<file path="config.mk">
export PLATFORM = sky130hd
export DESIGN_NAME = rsch_fifo
export DESIGN_NICKNAME = d
export VERILOG_FILES = /design/src/rtl/rsch_fifo.sv
export SDC_FILE = /design/constraint.sdc
export NUM_CORES = 1
export LEC_CHECK = 0
export ABC_AREA = 1
export BUFFER_PORTS_ARGS = -buffer_cell sky130_fd_sc_hd__buf_2
export CAP_MARGIN = 20
export CORE_MARGIN = 4
export CORE_UTILIZATION = 45
export DETAILED_ROUTE_END_ITERATION = 7
export PLACE_DENSITY = 0.73
export SYNTH_ARGS = -nofsm -noshare
export SYNTH_HDL_FRONTEND = slang
export SYNTH_SLANG_ARGS = --single-unit
</file>
<file path="constraint.sdc">
create_clock -name clk -period 1.6 [get_ports clk]
set_clock_uncertainty 0.2 [all_clocks]
set_input_delay 0.32 -clock clk [delete_from_list [all_inputs] [get_ports clk]]
set_output_delay 0.32 -clock clk [all_outputs]
set_load 0.005 [all_outputs]
</file>
<file path="src/rtl/rsch_fifo.sv">
// Two-entry queue between front and back.
module rsch_fifo #(
  parameter int W = 8
) (
  input  logic         clk,
  input  logic         rst,
  input  logic         wr,
  output logic         full,
  input  logic [W-1:0] wdata,
  input  logic         rd,
  output logic         empty,
  output logic [W-1:0] rdata
);
  logic [W-1:0] mem [2];
  logic wp, rp;
  logic [1:0] cnt;

  assign full  = (cnt == 2'd2);
  assign empty = (cnt == 2'd0);
  assign rdata = mem[rp];

  always_ff @(posedge clk) begin
    if (rst) begin
      wp <= 1'b0; rp <= 1'b0; cnt <= 2'd0;
    end else begin
      if (wr && !full) wp <= ~wp;
      if (rd && !empty) rp <= ~rp;
      cnt <= cnt + 2'((wr && !full) ? 1 : 0) - 2'((rd && !empty) ? 1 : 0);
    end
  end

  always_ff @(posedge clk) begin
    if (wr && !full) mem[wp] <= wdata;
  end

`ifndef SYNTHESIS
  a_cnt: assert property (@(posedge clk) disable iff (rst) cnt <= 2'd2)
    else $error("fifo count overflow");
  a_fill: assert property (@(posedge clk) disable iff (rst)
    (wr && !full && !rd) |=> !empty)
    else $error("fifo lost a beat");
`endif
endmodule

</file>
==> flow_summary.ini <==
[run_status]
run_status = finished with violations
violations = negative setup slack

[timing]
fin_crit_ps = 1730
setup_violations = 8
fmax_mhz = 576
postLayoutSetupSlackWorst_ps = -135
tightest_slew_ps = 317
hold_viol = 0
slew_violations = 0
fin_hold_ws_ps = 132
relSlewSlack = 0.788
period_share = 1.08
rsz0062_at_grt = yes

[drt]
first_pass_iters = 4
top_layer = met4
drc_errors = 0
met2_length_um = 678
vias = 568
avgViaCountPerCell = 4.44
drt-initial-drc-count = 11
ant_nets = 0
wl_met3_um = 78
drt-wirelength-per-cell_um = 10.7
routed_wl_um = 1370
m1WireLength_um = 602

[layout]
drive_above_1_share = 0.553
seqCellArea_sq_um = 589
multi_input_area_sq_um = 305
layout.nets = 118
fin_area_sq_um = 1300
syn2layout_area_growth_pct = 49.4
diodes = 0
fillers = 114
final_cells = 128

[grt]
antenna_found_initial = 0
grt_first_pass_wirelength_um = 2290
grt_max_degree = 14
grt_pass1_vias = 527
grt.overflow.total = 0
track_usage = 0.120

[clock_network]
cts_tree = built
worstSkewPairLatency_ps = 300
cts.sinks = 21
cts_max_level = 1
clockRootBuffer = clkbuf_4
clk_pin_slew_ps = 110
cts_made_buffers = 3
clock_path_buffers = 2

[logic_synthesis]
syn_inst = 64
synth_area_per_cell_sq_um = 13.6
synth_top_area_cell = edfxtp_1
synth_seq_cells = 21
synth_warnings = 0
ys_seq_area_frac = 0.669
synth_cell_types = 11
synthDominantCellAreaShare = 0.553
synthTopCellsByArea = edfxtp_1 (55%), mux2_4 (14%), dfxtp_1 (12%), inv_1 (4.3%), nand2_1 (3.5%)
syn-num-nets = 78
synthesis.area_sq_um = 868

[critical_path]
r2r_slack_ps = 20
crit_fanout = 8
worstSetupStartpointType = register
cp-end-kind = output pin
critPathKind = register to output pin
cp.arrival_ps = 1210
cp.required_ps = 1080

[floorplanning]
start_util = 0.487
rows = 15
die_h_um = 51.9
die_w_um = 51.9
core_sq_um = 1780
die_area_sq_um = 2700
pin_count = 22

[worst_hold_path]
hold_class = primary input to register

[pwr]
ir_worst_vdd_uv = 980
leakage_nw = 0.556
seqPwrFrac = 0.425
power_frac_clock = 0.132
pwr_density_cell_nw_per_um2 = 1430
power_mw = 1.86
power.switching_mw = 0.573
p_comb_frac = 0.443
p_int_mw = 1.29
switching_share = 0.308

[placed_design]
portBuffers = 21
place_ws_ps = -67.2
place.gp.congestion = 0.773
dp_hpwl_um = 911
placed_cell_area_sq_um = 1030
dp.cells = 113

[flow_run]
cap_violations = 0
==> worst max-delay path, stage by stage (launching register included) <==
cell and delay [ps]:
dfxtp_2 350, buf_8 140, mux2_4 310, buf_6 120
==> stage by stage <==
| stage | util | setup TNS (ps) |
|---|---|---|
| after floorplan | - | 0 |
| after global routing | 0.728 | -1530 |
| final | 0.728 | -1040 |
| after CTS | 0.686 | -1180 |
| after detailed placement | 0.575 | -67.2 |
| after global placement | 0.575 | -47.7 |
==> final cells by class <==
cell class / count / share of cell area
Timing Repair Buffer: 36 / 0.232
Inverter: 10 / 0.0309
Sequential cell: 21 / 0.454
Tap cell: 25 / 0.0241
Multi-Input combinational cell: 32 / 0.235
Clock inverter: 1 / 0.00579
Clock buffer: 3 / 0.0174
==> synth_stat cells <==
cell / n
edfxtp_1: 16
inv_1: 10
mux2_4: 8
nand2_1: 8
nor2_1: 7
dfxtp_1: 5
nand3_1: 3
a21oi_1: 2
ha_1: 2
nor2_2: 2
buf_6: 1
==> registers in the layout (all words and copies together), names as in the netlist, named ones only <==
register	count
cnt	2
mem	16
wp	1
rp	1
==> power groups by stage <==
stage / Sequential, mW / Combinational [mW] / Clock (mW)
after global routing: 0.802 / 0.910 / 0.284
after detailed placement: 0.761 / 0.554 / 0
final: 0.791 / 0.824 / 0.245
after CTS: 0.769 / 0.693 / 0.257
after floorplan: 0.752 / 0.374 / 0
after global placement: 0.757 / 0.538 / 0
==> layer usage <==
| metal | vias up | global-route usage |
|---|---|---|
| met5 | - | 0 |
| met4 | 0 | 0.0393 |
| met3 | 2 | 0.0516 |
| met2 | 16 | 0.186 |
| met1 | 259 | 0.148 |
| li1 | 291 | - |
==> cell usage in the layout (no fill, tap or decap), types with 3 or more instances in the layout <==
cell / instances
edfxtp_1: 16
buf_2: 13
dlygate4sd3_1: 9
buf_6: 9
mux2_4: 8
inv_1: 6
nor2_1: 6
nand2_1: 4
buf_4: 4
inv_2: 3
clkbuf_4: 3
==> timing repair <==
action / CTS / global route
hold endpoints to repair: 17 / 0
buffers inserted: 1 / 1
hold buffers: 9 / 0
setup endpoints to repair: 10 / 10
resized for setup: 16 / 18
pin swaps: 1 / 8
==> final timing paths <==
path                               start        to  cells after the start
worst max-delay path            register  rdata[5]                      3
worst min-delay path                  rd        rp                      4
worst max register to register    cnt[0]    cnt[1]                      9
worst min register to register        rp        rp                      2
==> logic make-up (layout without fill, tap and decap cells) <==
group	Yosys count	after routing	synth area share
flip-flops	21	21	0.669
AND/OR/NAND/NOR	20	20	0.0965
buffers and inverters	11	50	0.0562
multiplexers	8	8	0.138
adder cells (fa/ha/maj)	2	2	0.0288
AO/OA/AOI/OAI	2	2	0.0115
Power figures use the tool's default switching activity.
